$ cat config.mk
export PLATFORM = sky130hd
export DESIGN_NAME = usb_control_request_handler_flat
export DESIGN_NICKNAME = d
export VERILOG_FILES = /design/src/rtl/core/ucrh_pkg.sv /design/src/rtl/core/ucrh_if.sv /design/src/rtl/core/usb_control_request_handler.sv /design/src/rtl/core/ucrh_decode.sv /design/src/flat_wrapper.sv
export SDC_FILE = /design/constraint.sdc
export NUM_CORES = 1
export LEC_CHECK = 0
export BUFFER_PORTS_ARGS = -buffer_cell sky130_fd_sc_hd__clkbuf_2
export CAP_MARGIN = 20
export CORE_MARGIN = 3
export CORE_UTILIZATION = 53
export CTS_CLUSTER_DIAMETER = 120
export DETAILED_ROUTE_END_ITERATION = 10
export GPL_ROUTABILITY_DRIVEN = 1
export PLACE_DENSITY = 0.86
export SLEW_MARGIN = 20
export SYNTH_ARGS = -nofsm -noshare
export SYNTH_HDL_FRONTEND = slang
export SYNTH_SLANG_ARGS = --single-unit
export TNS_END_PERCENT = 1
$ cat constraint.sdc
create_clock -name clk_i -period 4 [get_ports clk_i]
set_input_delay 0.4 -clock clk_i [delete_from_list [all_inputs] [get_ports clk_i]]
set_output_delay 0.4 -clock clk_i [all_outputs]
set_load 0.005 [all_outputs]
$ cat src/rtl/core/ucrh_pkg.sv
// Package for the USB control request handler: request/response types,
// request codes, the descriptor table and the HID report reply.
// No dependencies.
`default_nettype none

package ucrh_pkg;

  // Response actions
  typedef enum logic [2:0] {
    RspStall      = 3'd0,
    RspAck        = 3'd1,
    RspSendDesc   = 3'd2,
    RspSendImm    = 3'd3,
    RspSetAddr    = 3'd4,
    RspTakeOut    = 3'd5,
    RspConfigure  = 3'd6,
    RspResetDone  = 3'd7
  } rsp_e;

  // Standard request codes
  localparam logic [7:0] ReqGetStatus     = 8'd0;
  localparam logic [7:0] ReqSetAddress    = 8'd5;
  localparam logic [7:0] ReqGetDesc       = 8'd6;
  localparam logic [7:0] ReqGetConfig     = 8'd8;
  localparam logic [7:0] ReqSetConfig     = 8'd9;

  // HID class request codes
  localparam logic [7:0] HidGetReport     = 8'd1;
  localparam logic [7:0] HidGetIdle       = 8'd2;
  localparam logic [7:0] HidGetProtocol   = 8'd3;
  localparam logic [7:0] HidSetReport     = 8'd9;
  localparam logic [7:0] HidSetIdle       = 8'd10;
  localparam logic [7:0] HidSetProtocol   = 8'd11;

  // bmRequestType values
  localparam logic [7:0] TypeStdOutDevice = 8'h00;
  localparam logic [7:0] TypeStdInDevice  = 8'h80;
  localparam logic [7:0] TypeClassIn      = 8'hA1;
  localparam logic [7:0] TypeClassOut     = 8'h21;

  localparam logic [15:0] HidInterface    = 16'h0000;
  localparam logic [63:0] ReportReply     = 64'h0000_0000_0701_2621;

  localparam logic [7:0] MaxSendLength    = 8'd255;
  localparam logic [2:0] MaxPacketCount   = 3'd7;

  // Descriptor table: (wValue, wIndex, length)
  localparam int DescTableSize = 7;
  localparam logic [15:0] DescValue [DescTableSize] = '{
    16'h0100, 16'h0200, 16'h2100, 16'h2200, 16'h0300, 16'h0301, 16'h0302
  };
  localparam logic [15:0] DescIndex [DescTableSize] = '{
    16'h0000, 16'h0000, HidInterface, HidInterface, 16'h0000, 16'h0409, 16'h0409
  };
  localparam logic [7:0] DescLength [DescTableSize] = '{
    8'd18, 8'd34, 8'd9, 8'd112, 8'd4, 8'd16, 8'd48
  };

  typedef struct packed {
    logic        command;
    logic [7:0]  request_type;
    logic [7:0]  request_code;
    logic [15:0] request_value;
    logic [15:0] request_index;
    logic [15:0] request_length;
  } req_t;

  typedef struct packed {
    rsp_e        response;
    logic [2:0]  descriptor_select;
    logic [7:0]  send_length;
    logic [2:0]  packet_count;
    logic [63:0] immediate_data;
    logic [6:0]  device_address;
    logic [7:0]  configuration_value;
  } rsp_t;

  typedef struct packed {
    logic [7:0] configuration;
    logic [7:0] idle_rate;
    logic [7:0] protocol_mode;
  } state_t;

endpackage

`default_nettype wire

$ cat src/rtl/core/ucrh_if.sv
// Valid/ready channel interfaces for the USB control request handler:
// setup request channel and response channel. No dependencies.
`default_nettype none

interface ucrh_req_if;
  logic        valid;
  logic        ready;
  logic        command;
  logic [7:0]  request_type;
  logic [7:0]  request_code;
  logic [15:0] request_value;
  logic [15:0] request_index;
  logic [15:0] request_length;

  modport source (
    output valid, command, request_type, request_code,
           request_value, request_index, request_length,
    input  ready
  );
  modport sink (
    input  valid, command, request_type, request_code,
           request_value, request_index, request_length,
    output ready
  );
endinterface

interface ucrh_rsp_if;
  logic        valid;
  logic        ready;
  logic [2:0]  response;
  logic [2:0]  descriptor_select;
  logic [7:0]  send_length;
  logic [2:0]  packet_count;
  logic [63:0] immediate_data;
  logic [6:0]  device_address;
  logic [7:0]  configuration_value;

  modport source (
    output valid, response, descriptor_select, send_length, packet_count,
           immediate_data, device_address, configuration_value,
    input  ready
  );
  modport sink (
    input  valid, response, descriptor_select, send_length, packet_count,
           immediate_data, device_address, configuration_value,
    output ready
  );
endinterface

`default_nettype wire

$ cat src/rtl/core/usb_control_request_handler.sv
// Top level of the USB control request handler: input register, decoder,
// state registers and output register. Uses ucrh_pkg, ucrh_if, ucrh_decode.
//
//   channel  modport  direction  payload
//   req_i    sink     in         command, bmRequestType, bRequest, wValue, wIndex, wLength
//   rsp_o    source   out        response, descriptor, length, packets, data, address, config
//
// Each transaction passes through the input register and then the output
// register; with no stall a new transaction is taken every cycle, and the result
// is valid once it has been loaded into the output register.
// The decoder sits between the two registers and updates configuration, idle
// and protocol as the transaction moves forward.
// Reset empties both registers and loads configuration 0, idle 0, protocol 1.
// A stall on rsp_o holds the output register; the input register still fills if empty.
`default_nettype none

module usb_control_request_handler #(
  parameter int DESC_ENTRIES = 7,
  parameter int PACKET_BYTES = 64
) (
  input  wire logic  clk_i,
  input  wire logic  rst_ni,
  ucrh_req_if.sink   req_i,
  ucrh_rsp_if.source rsp_o
);

  logic             in_valid_q;
  ucrh_pkg::req_t   req_q;
  logic             out_valid_q;
  ucrh_pkg::rsp_t   rsp_q;
  ucrh_pkg::state_t state_q, state_d;
  ucrh_pkg::rsp_t   rsp_d;
  logic             advance;
  logic             in_take;

  assign advance     = in_valid_q && (!out_valid_q || rsp_o.ready);
  assign req_i.ready = !in_valid_q || advance;
  assign in_take     = req_i.valid && req_i.ready;

  always_ff @(posedge clk_i or negedge rst_ni) begin
    if (!rst_ni) begin
      in_valid_q <= 1'b0;
    end else if (req_i.ready) begin
      in_valid_q <= req_i.valid;
    end
  end

  always_ff @(posedge clk_i) begin
    if (in_take) begin
      req_q.command        <= req_i.command;
      req_q.request_type   <= req_i.request_type;
      req_q.request_code   <= req_i.request_code;
      req_q.request_value  <= req_i.request_value;
      req_q.request_index  <= req_i.request_index;
      req_q.request_length <= req_i.request_length;
    end
  end

  ucrh_decode #(
    .DESC_ENTRIES (DESC_ENTRIES),
    .PACKET_BYTES (PACKET_BYTES)
  ) u_decode (
    .req_i   (req_q),
    .state_i (state_q),
    .rsp_o   (rsp_d),
    .state_o (state_d)
  );

  // Commit state only when the transaction moves into the output register.
  always_ff @(posedge clk_i or negedge rst_ni) begin
    if (!rst_ni) begin
      state_q.configuration <= 8'd0;
      state_q.idle_rate     <= 8'd0;
      state_q.protocol_mode <= 8'd1;
    end else if (advance) begin
      state_q <= state_d;
    end
  end

  always_ff @(posedge clk_i or negedge rst_ni) begin
    if (!rst_ni) begin
      out_valid_q <= 1'b0;
    end else if (advance) begin
      out_valid_q <= 1'b1;
    end else if (rsp_o.ready) begin
      out_valid_q <= 1'b0;
    end
  end

  always_ff @(posedge clk_i) begin
    if (advance) begin
      rsp_q <= rsp_d;
    end
  end

  assign rsp_o.valid               = out_valid_q;
  assign rsp_o.response            = rsp_q.response;
  assign rsp_o.descriptor_select   = rsp_q.descriptor_select;
  assign rsp_o.send_length         = rsp_q.send_length;
  assign rsp_o.packet_count        = rsp_q.packet_count;
  assign rsp_o.immediate_data      = rsp_q.immediate_data;
  assign rsp_o.device_address      = rsp_q.device_address;
  assign rsp_o.configuration_value = rsp_q.configuration_value;

endmodule

`default_nettype wire

$ cat src/rtl/core/ucrh_decode.sv
// Combinational request decoder: one setup packet or bus reset plus the
// current state in, one response and the next state out. Uses ucrh_pkg.
`default_nettype none

module ucrh_decode #(
  parameter int DESC_ENTRIES = 7,
  parameter int PACKET_BYTES = 64
) (
  input  ucrh_pkg::req_t   req_i,
  input  ucrh_pkg::state_t state_i,
  output ucrh_pkg::rsp_t   rsp_o,
  output ucrh_pkg::state_t state_o
);

  localparam int NumSearch = (DESC_ENTRIES < ucrh_pkg::DescTableSize) ?
                             DESC_ENTRIES : ucrh_pkg::DescTableSize;
  localparam int MaxExtraPackets = int'(ucrh_pkg::MaxPacketCount) - 1;

  logic       found;
  logic [2:0] sel;
  logic [7:0] entry_len;
  logic [7:0] len;
  logic [2:0] pkts;

  // Descriptor search; walk downward so the lowest matching entry wins.
  always_comb begin
    found     = 1'b0;
    sel       = 3'd0;
    entry_len = 8'd0;
    for (int i = NumSearch - 1; i >= 0; i--) begin
      if (ucrh_pkg::DescValue[i] == req_i.request_value &&
          ucrh_pkg::DescIndex[i] == req_i.request_index) begin
        found     = 1'b1;
        sel       = 3'(i);
        entry_len = ucrh_pkg::DescLength[i];
      end
    end
  end

  // Clamp to min(wLength, 255, entry length) and count IN packets.
  always_comb begin
    len = (|req_i.request_length[15:8]) ? ucrh_pkg::MaxSendLength
                                        : req_i.request_length[7:0];
    if (len > entry_len) begin
      len = entry_len;
    end
    pkts = 3'd1;
    for (int k = 1; k <= MaxExtraPackets; k++) begin
      if ({8'd0, len} >= 16'(k * PACKET_BYTES)) begin
        pkts = pkts + 3'd1;
      end
    end
  end

  always_comb begin
    state_o = state_i;
    rsp_o   = '0;
    rsp_o.response = ucrh_pkg::RspStall;

    if (req_i.command) begin
      state_o.configuration = 8'd0;
      rsp_o.response        = ucrh_pkg::RspResetDone;
    end else if (req_i.request_code == ucrh_pkg::ReqGetDesc) begin
      if (found) begin
        rsp_o.response          = ucrh_pkg::RspSendDesc;
        rsp_o.descriptor_select = sel;
        rsp_o.send_length       = len;
        rsp_o.packet_count      = pkts;
      end
    end else if (req_i.request_code == ucrh_pkg::ReqSetAddress) begin
      rsp_o.response       = ucrh_pkg::RspSetAddr;
      rsp_o.device_address = req_i.request_value[6:0];
    end else if (req_i.request_code == ucrh_pkg::ReqSetConfig &&
                 req_i.request_type == ucrh_pkg::TypeStdOutDevice) begin
      state_o.configuration = req_i.request_value[7:0];
      rsp_o.response        = ucrh_pkg::RspConfigure;
    end else if (req_i.request_code == ucrh_pkg::ReqGetConfig &&
                 req_i.request_type == ucrh_pkg::TypeStdInDevice) begin
      rsp_o.response       = ucrh_pkg::RspSendImm;
      rsp_o.send_length    = 8'd1;
      rsp_o.immediate_data = {56'd0, state_i.configuration};
    end else if (req_i.request_code == ucrh_pkg::ReqGetStatus) begin
      // two zero status bytes
      rsp_o.response    = ucrh_pkg::RspSendImm;
      rsp_o.send_length = 8'd2;
    end else if (req_i.request_index == ucrh_pkg::HidInterface) begin
      if (req_i.request_type == ucrh_pkg::TypeClassIn) begin
        case (req_i.request_code)
          ucrh_pkg::HidGetReport: begin
            rsp_o.response       = ucrh_pkg::RspSendImm;
            rsp_o.send_length    = 8'd8;
            rsp_o.immediate_data = ucrh_pkg::ReportReply;
          end
          ucrh_pkg::HidGetIdle: begin
            rsp_o.response       = ucrh_pkg::RspSendImm;
            rsp_o.send_length    = 8'd1;
            rsp_o.immediate_data = {56'd0, state_i.idle_rate};
          end
          ucrh_pkg::HidGetProtocol: begin
            rsp_o.response       = ucrh_pkg::RspSendImm;
            rsp_o.send_length    = 8'd1;
            rsp_o.immediate_data = {56'd0, state_i.protocol_mode};
          end
          default: begin
          end
        endcase
      end else if (req_i.request_type == ucrh_pkg::TypeClassOut) begin
        case (req_i.request_code)
          ucrh_pkg::HidSetReport: begin
            rsp_o.response = ucrh_pkg::RspTakeOut;
          end
          ucrh_pkg::HidSetIdle: begin
            state_o.idle_rate = req_i.request_value[15:8];
            rsp_o.response    = ucrh_pkg::RspAck;
          end
          ucrh_pkg::HidSetProtocol: begin
            state_o.protocol_mode = req_i.request_value[7:0];
            rsp_o.response        = ucrh_pkg::RspAck;
          end
          default: begin
          end
        endcase
      end
    end

    rsp_o.configuration_value = state_o.configuration;
  end

endmodule

`default_nettype wire
$ cat src/flat_wrapper.sv
// flat-port wrapper written by rule: the top's interface ports become plain ports
module usb_control_request_handler_flat 
#(
  parameter int DESC_ENTRIES = 7,
  parameter int PACKET_BYTES = 64
)
  (clk_i, rst_ni, req_i_valid, req_i_command, req_i_request_type, req_i_request_code, req_i_request_value, req_i_request_index, req_i_request_length, req_i_ready, rsp_o_valid, rsp_o_response, rsp_o_descriptor_select, rsp_o_send_length, rsp_o_packet_count, rsp_o_immediate_data, rsp_o_device_address, rsp_o_configuration_value, rsp_o_ready);
  ucrh_req_if req_i_i ();
  ucrh_rsp_if rsp_o_i ();
  input  wire logic clk_i;
  input  wire logic rst_ni;
  input wire logic [$bits(req_i_i.valid)-1:0] req_i_valid;
  input wire logic [$bits(req_i_i.command)-1:0] req_i_command;
  input wire logic [$bits(req_i_i.request_type)-1:0] req_i_request_type;
  input wire logic [$bits(req_i_i.request_code)-1:0] req_i_request_code;
  input wire logic [$bits(req_i_i.request_value)-1:0] req_i_request_value;
  input wire logic [$bits(req_i_i.request_index)-1:0] req_i_request_index;
  input wire logic [$bits(req_i_i.request_length)-1:0] req_i_request_length;
  output wire logic [$bits(req_i_i.ready)-1:0] req_i_ready;
  output wire logic [$bits(rsp_o_i.valid)-1:0] rsp_o_valid;
  output wire logic [$bits(rsp_o_i.response)-1:0] rsp_o_response;
  output wire logic [$bits(rsp_o_i.descriptor_select)-1:0] rsp_o_descriptor_select;
  output wire logic [$bits(rsp_o_i.send_length)-1:0] rsp_o_send_length;
  output wire logic [$bits(rsp_o_i.packet_count)-1:0] rsp_o_packet_count;
  output wire logic [$bits(rsp_o_i.immediate_data)-1:0] rsp_o_immediate_data;
  output wire logic [$bits(rsp_o_i.device_address)-1:0] rsp_o_device_address;
  output wire logic [$bits(rsp_o_i.configuration_value)-1:0] rsp_o_configuration_value;
  input wire logic [$bits(rsp_o_i.ready)-1:0] rsp_o_ready;
  assign req_i_i.valid = req_i_valid;
  assign req_i_i.command = req_i_command;
  assign req_i_i.request_type = req_i_request_type;
  assign req_i_i.request_code = req_i_request_code;
  assign req_i_i.request_value = req_i_request_value;
  assign req_i_i.request_index = req_i_request_index;
  assign req_i_i.request_length = req_i_request_length;
  assign req_i_ready = req_i_i.ready;
  assign rsp_o_valid = rsp_o_i.valid;
  assign rsp_o_response = rsp_o_i.response;
  assign rsp_o_descriptor_select = rsp_o_i.descriptor_select;
  assign rsp_o_send_length = rsp_o_i.send_length;
  assign rsp_o_packet_count = rsp_o_i.packet_count;
  assign rsp_o_immediate_data = rsp_o_i.immediate_data;
  assign rsp_o_device_address = rsp_o_i.device_address;
  assign rsp_o_configuration_value = rsp_o_i.configuration_value;
  assign rsp_o_i.ready = rsp_o_ready;
  usb_control_request_handler #(.DESC_ENTRIES(DESC_ENTRIES), .PACKET_BYTES(PACKET_BYTES)) u_core (.clk_i(clk_i), .rst_ni(rst_ni), .req_i(req_i_i), .rsp_o(rsp_o_i));
endmodule
==> flow_summary.toml, run 1 <==
[logic_synthesis]
yosys_register_bits = 132
synth_seq_area_share_pct = 62.7
syn-instance-count = 460
synthesis.yosys.warnings = 0
synthFlopType = "edfxtp_1"
synth.area.top_cells = "edfxtp_1, dfrtp_1, buf_4, mux2_4, nand2_1"
synth_area_mm2 = 0.00612
ffs_w_async_s_r_synth_pct = 19.7
ys_top_cells_by_count = "edfxtp_1, buf_4, nand2_1, dfrtp_1, a21oi_1"
post-synth-top-area-cell = "edfxtp_1"
synth_top_cell_area_share_pct = 52.0
synth_area_per_cell_um2 = 13.3
synth_cell_types = 59
leading_cell_type_by_number_of_instances_after_synthesis = "edfxtp_1"
synth-edff-count = 106

[power_and_ir_drop]
p_leak_nw = 3.00
power.density_mw_per_mm2 = 457
max-vdd-ir-drop_mv = 0.433

[clocking]
clock-sinks = 132
clk_path_buf_depth = 2
clk_latency_ns = 0.41
cts_tree = "yes"
htree_levels = 4
cts-root-buf = "clkbuf_16"
cts_made_buffers = 17
clkSlewWorstSetupHoldPaths_ns = 0.05
hold_buffers = 0

[setup_path]
path_max_fanout = 5
end_kind = "flop"
data_required_critical_path_ns = 4.27
rr_startpoint = "u_core.req_q[38]"
r2r_end = "u_core.rsp_o.packet_count[0]"
critical_path_class = "reg2reg"
reg2reg_setup_slack_ns = 0.15
cp.arrival_ns = 4.12
timing.reg2reg.worst_path_depth = 14
timing.critical_path.from = "u_core.req_q[38]"
worstSetupEndpoint = "u_core.rsp_o.packet_count[0]"
cp-start-kind = "flop"

[floorplan]
start_util_pct = 55.2
die_width_um = 113
floorplan.die.height_um = 113
design.portCount = 167
core.rowCount = 38
die_area_mm2 = 0.0129
core_ar_mm2 = 0.0111

[timing]
report.final.setup_viol = 0
slew-limit-headroom_pct = 39.8
worstMarginPinSlew_ns = 0.895
final_period_demand_of_the_worst_path_ns = 3.85
totalNegativeSetupSlack_ns = 0
post-route-period-util_pct = 96.2
worst_case_clock_skew_ns = 0.00358
final-hold-violation-count = 0
max_freq_mhz = 260
drv_slew = 0

[drt]
wirelength_um = 12200
vias = 3962
detailedRoute.firstPassIterationCount = 5
initialDrtViolationCount = 408
viasPerCell = 5.34
post_drt_wl_per_cell_um = 16.4
antenna_violating_nets_post_route = 0
drc = 0

[finish]
post_route_cells_drive_above_1_share_pct = 35.2
finalNonFillerCells = 742
area_delta_synth_final_pct = 19.0
finish.instance_area_mm2 = 0.00728
fillerInstances = 778
final_nets = 667
antennaDiodeCount = 0

[hold_path]
hp-class = "in2async"

[global_route]
first_global_vias = 3803
global_route.usage.total_pct = 19.8
grt_pass1_wl_um = 19600
grt_antenna_before_repair = 0
globalRoute.totalOverflow = 0
pin_count_of_the_biggest_net_entering_global_routing = 43

[run_status]
status = "finished clean"

[run]
max_cap_violations = 0

[placed_design]
placed_cells = 704
hpwlAfterDp_um = 8740
placed_area_mm2 = 0.00662
numPortBuffers = 117
gp_congestion = 0.894
-- what timing repair did --
item | CTS | global route
resized for setup | 3 | 3
endpoints found under the setup margin | 1 | 3
buffers inserted | 0 | 6
pin swaps | 0 | 2
hold endpoints to repair | 0 | 0
-- placed cells by master, fill, tap and decap left out, drive strengths merged, types with 9 or more instances in the layout --
cell type / instances
buf: 9
clkbuf: 136
and2: 10
nand2: 48
ha: 9
dfrtp: 25
nor2: 26
nand3: 9
nor3: 10
mux2: 14
o21ai: 16
inv: 12
edfxtp: 106
a21oi: 23
a22oi: 9
mux2i: 9
conb: 53
-- critical path: stages (launching register included) --
cell and delay (ns):
edfxtp_1 0.46, or4_4 0.60, nor3_2 0.21, and3_2 0.25, and3_1 0.22, inv_1 0.06
ha_1 0.30, and4_1 0.20, nand2_1 0.08, a211o_1 0.31, a31oi_2 0.22, mux2i_2 0.31
inv_1 0.08, ha_1 0.29, nor2_1 0.10
-- kinds of logic (layout without fill, tap and decap cells) --
kind of cell	after synthesis	count (layout)	synth area share [%]
simple gates	153	153	15.3
flops	132	132	62.7
buf+inv	77	168	8.34
compound gates	62	62	6.50
mux	23	23	4.91
fa+ha+maj	9	9	1.84
other cells	2	53	0.123
xor+xnor	2	2	0.286
-- flip-flops by register name, indices dropped and copies added (netlist names) --
signal	flops
u_core.in_valid_q	1
u_core.req_q	65
u_core.rsp_o.configuration_value	8
u_core.rsp_o.descriptor_select	3
u_core.rsp_o.device_address	7
u_core.rsp_o.immediate_data	9
u_core.rsp_o.packet_count	3
u_core.rsp_o.response	3
u_core.rsp_o.send_length	8
u_core.rsp_o.valid	1
u_core.state_q	24
-- power by group --
group	leakage, nW	internal (W)	total (W)	switching [W]
Sequential	1.39	0.00157	0.00162	0.0000476
Combinational	1.33	0.0000655	0.000170	0.000105
Clock	0.281	0.000977	0.00154	0.000560
-- how the worst min path moves through the flow --
stage | slack [ns] | startpoint | end | depth (start not counted)
floorplan | 0.10 | rst_ni | u_core.in_valid_q | 0
global placement | 0.46 | rst_ni | u_core.state_q[3] | 1
detailed placement | 0.46 | rst_ni | u_core.state_q[3] | 1
CTS | 0.02 | rst_ni | u_core.state_q[18] | 1
global route | 0.05 | rst_ni | u_core.state_q[15] | 1
finish | 0.01 | rst_ni | u_core.state_q[3] | 1
-- per-stage QoR --
| step | power, W | hold slack, ns | util, % | setup WS (ns) |
|---|---|---|---|---|
| 2_1_floorplan | 0.00176 | 0.104 | - | 0.342 |
| 3_3_place_gp | 0.00181 | 0.455 | 59.8 | 0.192 |
| 3_5_place_dp | 0.00182 | 0.458 | 59.8 | 0.00218 |
| 4_1_cts | 0.00336 | 0.0188 | 65.2 | 0.0911 |
| 5_1_grt | 0.00346 | 0.0466 | 65.7 | -0.0313 |
| 6_report | 0.00333 | 0.0139 | 65.7 | 0.151 |
-- cell type report --
class | instances | area, um2 | share of cell area, %
Tap cell | 140 | 175 | 2.41
Sequential cell | 132 | 3830 | 52.7
Clock buffer | 19 | 433 | 5.95
Clock inverter | 13 | 158 | 2.17
Multi-Input combinational cell | 302 | 1990 | 27.3
Inverter | 10 | 37.5 | 0.516
Timing Repair Buffer | 126 | 653 | 8.97
-- layer usage --
metal | GRT usage, % | vias to the layer above | wire length [um]
li1 | - | 1833 | -
met2 | 29.7 | 270 | 5650
met3 | 6.63 | 23 | 1290
met5 | 0 | - | 0
met1 | 26.7 | 1836 | 4990
met4 | 8.41 | 0 | 280
(Power assumes the default switching activity.)
==> inputs of run 2 (changes only) <==
Settings changed: BUFFER_PORTS_ARGS -buffer_cell sky130_fd_sc_hd__clkbuf_2 to -buffer_cell sky130_fd_sc_hd__buf_2.
==> flow_summary.toml, run 2 (same netlist as run 1, synthesis figures left out) <==
[clocking]
clk_latency_ns = 0.41
htree_levels = 4
cts_tree = "yes"
clkSlewWorstSetupHoldPaths_ns = 0.06
hold_buffers = 0
clk_path_buf_depth = 2
clock-sinks = 132
cts-root-buf = "clkbuf_16"
cts_made_buffers = 17

[placed_design]
gp_congestion = 0.892
placed_cells = 704
dp_worst_setup_slack_ns = 0.00197
numPortBuffers = 117
placed_area_mm2 = 0.00662
hpwlAfterDp_um = 8870

[power_and_ir_drop]
max-vdd-ir-drop_mv = 0.356
power.density_mw_per_mm2 = 456
total_power_w = 0.00330
p_leak_nw = 2.97

[timing]
final-hold-violation-count = 25
fin_ws_ns = 0.170
max_freq_mhz = 261
fin_worst_hold_slack_ns = -0.0124
post-route-period-util_pct = 95.8
drv_slew = 0
final_period_demand_of_the_worst_path_ns = 3.83
worst_case_clock_skew_ns = 0.00652
report.final.setup_viol = 0
worstMarginPinSlew_ns = 0.899
slew-limit-headroom_pct = 39.6

[global_route]
first_global_vias = 3887
grt_antenna_before_repair = 0
global_route.usage.total_pct = 19.9
pin_count_of_the_biggest_net_entering_global_routing = 43
globalRoute.totalOverflow = 0
grt_pass1_wl_um = 19800

[finish]
top_register_by_number_of_flip_flops = "u_core.req_q"
fillerInstances = 791
most_frequent_standard_cell_in_the_layout_excluding_fill_and_tap_cells = "buf_2"
largest_reg_flops = 65
post_route_cells_drive_above_1_share_pct = 35.2
mostFrequentLayoutCells = "buf_2, edfxtp_1, conb_1, nand2_1, dfrtp_1"
finish.instance_area_mm2 = 0.00724
final_nets = 662
area_delta_synth_final_pct = 18.3
antennaDiodeCount = 0
finalNonFillerCells = 737

[run_status]
status = "finished, violations left"
violations = "negative hold slack"

[setup_path]
cp_bufs_invs = 2
path_max_fanout = 5
critical-path-max-stage-delay_ns = 0.54
cp_cell_instances = "or3_2 > nor3_2 > and3_2 > and3_1 > inv_1 > ha_1 > and4_1 > nand2_1 > a211o_1 > a31oi_2 > mux2i_2 > inv_1 > ha_1 > nor2_1"
cp_top_family = "simple AND/OR/NAND/NOR gates"
cp-start-kind = "flop"
data_required_critical_path_ns = 4.27
critPathSlowestCell = "or3_2"
end_kind = "flop"
critical_path_class = "reg2reg"
cp.arrival_ns = 4.10

[floorplan]
die_width_um = 113
die_area_mm2 = 0.0129
core_ar_mm2 = 0.0111
start_util_pct = 55.2
core.rowCount = 38
design.portCount = 167
floorplan.die.height_um = 113

[drt]
detailedRoute.firstPassIterationCount = 5
met3_length_um = 1360
antenna_violating_nets_post_route = 0
dr_wl_met2_um = 5720
viasPerCell = 5.37
m1WireLength_um = 5010
initialDrtViolationCount = 448
wirelength_um = 12400
post_drt_wl_per_cell_um = 16.9
top_signal_layer_used = "met4"
drc = 0
vias = 3958

[hold_path]
hp-class = "in2async"

[run]
max_cap_violations = 0
run 2: cell types whose count changed in the layout (fill, tap and decap cells not counted), sizes merged:
cell / previous run / this run
buf: 9 / 121
bufinv: 3 / 2
clkbuf: 136 / 19
clkinv: 5 / 8
clkinvlp: 3 / 2
inv: 12 / 11
run 2: power breakdown:
part	internal [W]	switching [W]	total, W
Sequential	0.00157	0.0000479	0.00162
Clock	0.000945	0.000564	0.00151
Combinational	0.0000648	0.000104	0.000169
run 2: repair_timing:
action	CTS	global route
setup buffers	0	1
resized for setup	1	5
endpoints found under the setup margin	1	2
pin swaps	0	1
run 2: worst paths after layout:
kind | slack (ns) | from | to | depth (start not counted)
setup / recovery | 0.17 | u_core.req_q[36] | u_core.rsp_o.packet_count[0] | 14
hold / removal | -0.01 | rst_ni | u_core.state_q[6] | 1
setup reg to reg | 0.17 | u_core.req_q[36] | u_core.rsp_o.packet_count[0] | 14
hold reg to reg | 0.49 | u_core.state_q[8] | u_core.state_q[8] | 2
max in group asynchronous | 3.62 | rst_ni | u_core.rsp_o.valid | 1
min in group clk_i | 0.16 | req_i_request_type[4] | u_core.req_q[60] | 1
run 2: cell type report:
| cell class | count | area, um2 | area share (%) |
|---|---|---|---|
| clock buffer | 19 | 453 | 6.26 |
| clock inverter | 13 | 131 | 1.82 |
| inverter | 10 | 37.5 | 0.519 |
| multi-input combinational | 302 | 1990 | 27.5 |
| sequential | 132 | 3830 | 53.0 |
| tap | 140 | 175 | 2.42 |
| timing repair buffer | 121 | 616 | 8.51 |
run 2: per-layer routing:
metal	track usage (%)	vias to the layer above
met1	26.3	1829
met5	0	-
met4	8.25	0
li1	-	1816
met2	30.1	280
met3	7.11	33
run 2: metrics by stage:
stage          setup TNS, ns  utilization [%]  hold slack, ns
6_report                   0             65.3         -0.0124
3_5_place_dp               0             59.8           0.437
2_1_floorplan              0                -           0.104
5_1_grt              -0.0108             65.3          0.0323
3_3_place_gp               0             59.8           0.432
4_1_cts                    0             65.1         0.00630
==> inputs of run 3 (changes only) <==
Settings changed: CORE_UTILIZATION 53 to 48, PLACE_DENSITY 0.86 to 0.82.
Clock period 4 ns to 3.4 ns, I/O delays scaled along.
==> flow_summary.toml, run 3 (same netlist as run 1, synthesis figures left out) <==
[placed_design]
gp_congestion = 1.03
placed_area_mm2 = 0.00690
hpwlAfterDp_um = 9110
numPortBuffers = 117
dp_worst_setup_slack_ns = -0.146

[setup_path]
timing.reg2reg.worst_path_depth = 14
data_required_critical_path_ns = 3.66
timing.critical_path.from = "u_core.req_q[46]"
path_max_fanout = 3
critical_path_class = "reg2reg"
cp.arrival_ns = 3.89
end_kind = "flop"
rr_startpoint = "u_core.req_q[46]"
cp-start-kind = "flop"

[timing]
drv_slew = 0
slew-limit-headroom_pct = 47.0
final_period_demand_of_the_worst_path_ns = 3.63
post-route-period-util_pct = 107
final-hold-violation-count = 0
fin_worst_hold_slack_ns = 0.0963
setup_repair_after_global_routing_missed_its_margin = "true"
worst_case_clock_skew_ns = 0.00872
fin_ws_ns = -0.228
report.final.setup_viol = 8
worstMarginPinSlew_ns = 0.795
max_freq_mhz = 276

[drt]
top_signal_layer_used = "met4"
wirelength_um = 12300
dr_wl_met2_um = 6210
drc = 0
m1WireLength_um = 4740
viasPerCell = 5.04
detailedRoute.firstPassIterationCount = 5
antenna_violating_nets_post_route = 0
vias = 4002
met3_length_um = 1000
post_drt_wl_per_cell_um = 15.5
initialDrtViolationCount = 187

[clocking]
clk_latency_ns = 0.41
clkSlewWorstSetupHoldPaths_ns = 0.05
clock-sinks = 132
cts_tree = "yes"
htree_levels = 4
cts-root-buf = "clkbuf_16"
clk_path_buf_depth = 2
cts_made_buffers = 17

[power_and_ir_drop]
sw_frac_of_total_pct = 20.6
max-vdd-ir-drop_mv = 0.360
p_leak_nw = 3.12
clockPowerShare_pct = 44.5
power.share.combinational_pct = 5.9
part_of_the_power_in_registers_pct = 49.6
p_int_w = 0.00304
power.density_mw_per_mm2 = 510
p_switching_w = 0.000787

[finish]
area_delta_synth_final_pct = 22.6
antennaDiodeCount = 0
mostFrequentLayoutCells = "buf_2, edfxtp_1, conb_1, nand2_1, buf_4"
post_route_cells_drive_above_1_share_pct = 37.5
largest_reg_flops = 65
finish.instance_area_mm2 = 0.00750
fillerInstances = 941
area_used_by_multi_input_combinational_logic_mm2 = 0.00201
top_register_by_number_of_flip_flops = "u_core.req_q"
final_core_utilization_pct = 61.4
most_frequent_standard_cell_in_the_layout_excluding_fill_and_tap_cells = "buf_2"
seq_area_mm2 = 0.00383
final_nets = 691

[floorplan]
die_area_mm2 = 0.0141
start_util_pct = 50.1
core.rowCount = 40
design.portCount = 167
core_ar_mm2 = 0.0122
floorplan.die.height_um = 119
die_width_um = 119

[hold_path]
worst_hold_path.num_cells = 1
hp-class = "in2reg"
hp-start = "req_i_request_index[7]"

[global_route]
grt_antenna_before_repair = 0
grt_pass1_wl_um = 19500
first_global_vias = 4012
pin_count_of_the_biggest_net_entering_global_routing = 66
global_route.usage.total_pct = 17.8
globalRoute.totalOverflow = 0

[run_status]
status = "finished, violations left"
violations = "negative setup slack"

[run]
max_cap_violations = 0
==> run 3: cell types whose count changed in the layout (fill, tap and decap cells not counted), sizes merged <==
cell / before / now
bufinv: 2 / 1
dlygate4sd3: 0 / 1
clkinv: 8 / 4
clkinvlp: 2 / 0
buf: 121 / 149
clkbuf: 19 / 27
inv: 11 / 10
==> run 3: final cells by class <==
| type | instances | share of cell area (%) |
|---|---|---|
| repair buffers | 150 | 11.2 |
| inverters | 10 | 0.501 |
| well taps | 168 | 2.80 |
| flip-flops and latches | 132 | 51.1 |
| clock inverters | 5 | 0.667 |
| clock buffers | 27 | 6.84 |
| multi-input cells | 302 | 26.8 |
==> run 3: worst max-delay path, cell delays in order, from the launching register on <==
cell	delay [ns]
edfxtp_1	0.41
or4_4	0.57
nor3_2	0.25
and3_2	0.25
and3_1	0.18
inv_1	0.05
ha_1	0.29
and4_1	0.23
nand2_4	0.06
a211o_1	0.29
a31oi_4	0.18
mux2i_2	0.24
inv_1	0.06
ha_1	0.29
nor2_1	0.12
==> run 3: stage by stage <==
stage / cells / setup TNS [ns] / power, W
finish: 794 / -0.763 / 0.00383
global route: 794 / -1.97 / 0.00398
CTS: 794 / -0.424 / 0.00386
detailed placement: 760 / -0.341 / 0.00215
global placement: 760 / -0.115 / 0.00214
floorplan: 511 / -0.232 / 0.00207
==> run 3: path summary, 6_finish.rpt <==
| check | end | slack, ns |
|---|---|---|
| worst max-delay path | u_core.rsp_o.packet_count[0] | -0.23 |
| worst min-delay path | u_core.req_q[23] | 0.1 |
| worst max register to register | u_core.rsp_o.packet_count[0] | -0.23 |
| worst min register to register | u_core.state_q[8] | 0.48 |
| max in group asynchronous | u_core.state_q[3] | 2.54 |
| min in group asynchronous | u_core.state_q[22] | 0.47 |
==> run 3: timing repair <==
item                                    4_1_cts  5_1_grt
endpoints found under the setup margin        6        9
pin swaps                                     2        1
buffers inserted                              1        0
hold endpoints to repair                     25        0
hold buffers                                  1        0
gates cloned                                  0        0
resized for setup                             1        3
==> run 3: metal layers <==
| metal | vias up | global-route usage, % |
|---|---|---|
| met3 | 30 | 6.27 |
| met5 | - | 0 |
| met1 | 1897 | 20.8 |
| li1 | 1876 | - |
| met2 | 199 | 29.2 |
| met4 | 0 | 8.47 |
==> run 3: power by group through the flow <==
stage / registers [W] / clock network [W] / logic (W)
2_1_floorplan: 0.00192 / 0 / 0.000150
3_3_place_gp: 0.00192 / 0 / 0.000220
5_1_grt: 0.00190 / 0.00182 / 0.000253
3_5_place_dp: 0.00193 / 0 / 0.000227
4_1_cts: 0.00190 / 0.00174 / 0.000229
6_report: 0.00190 / 0.00170 / 0.000228
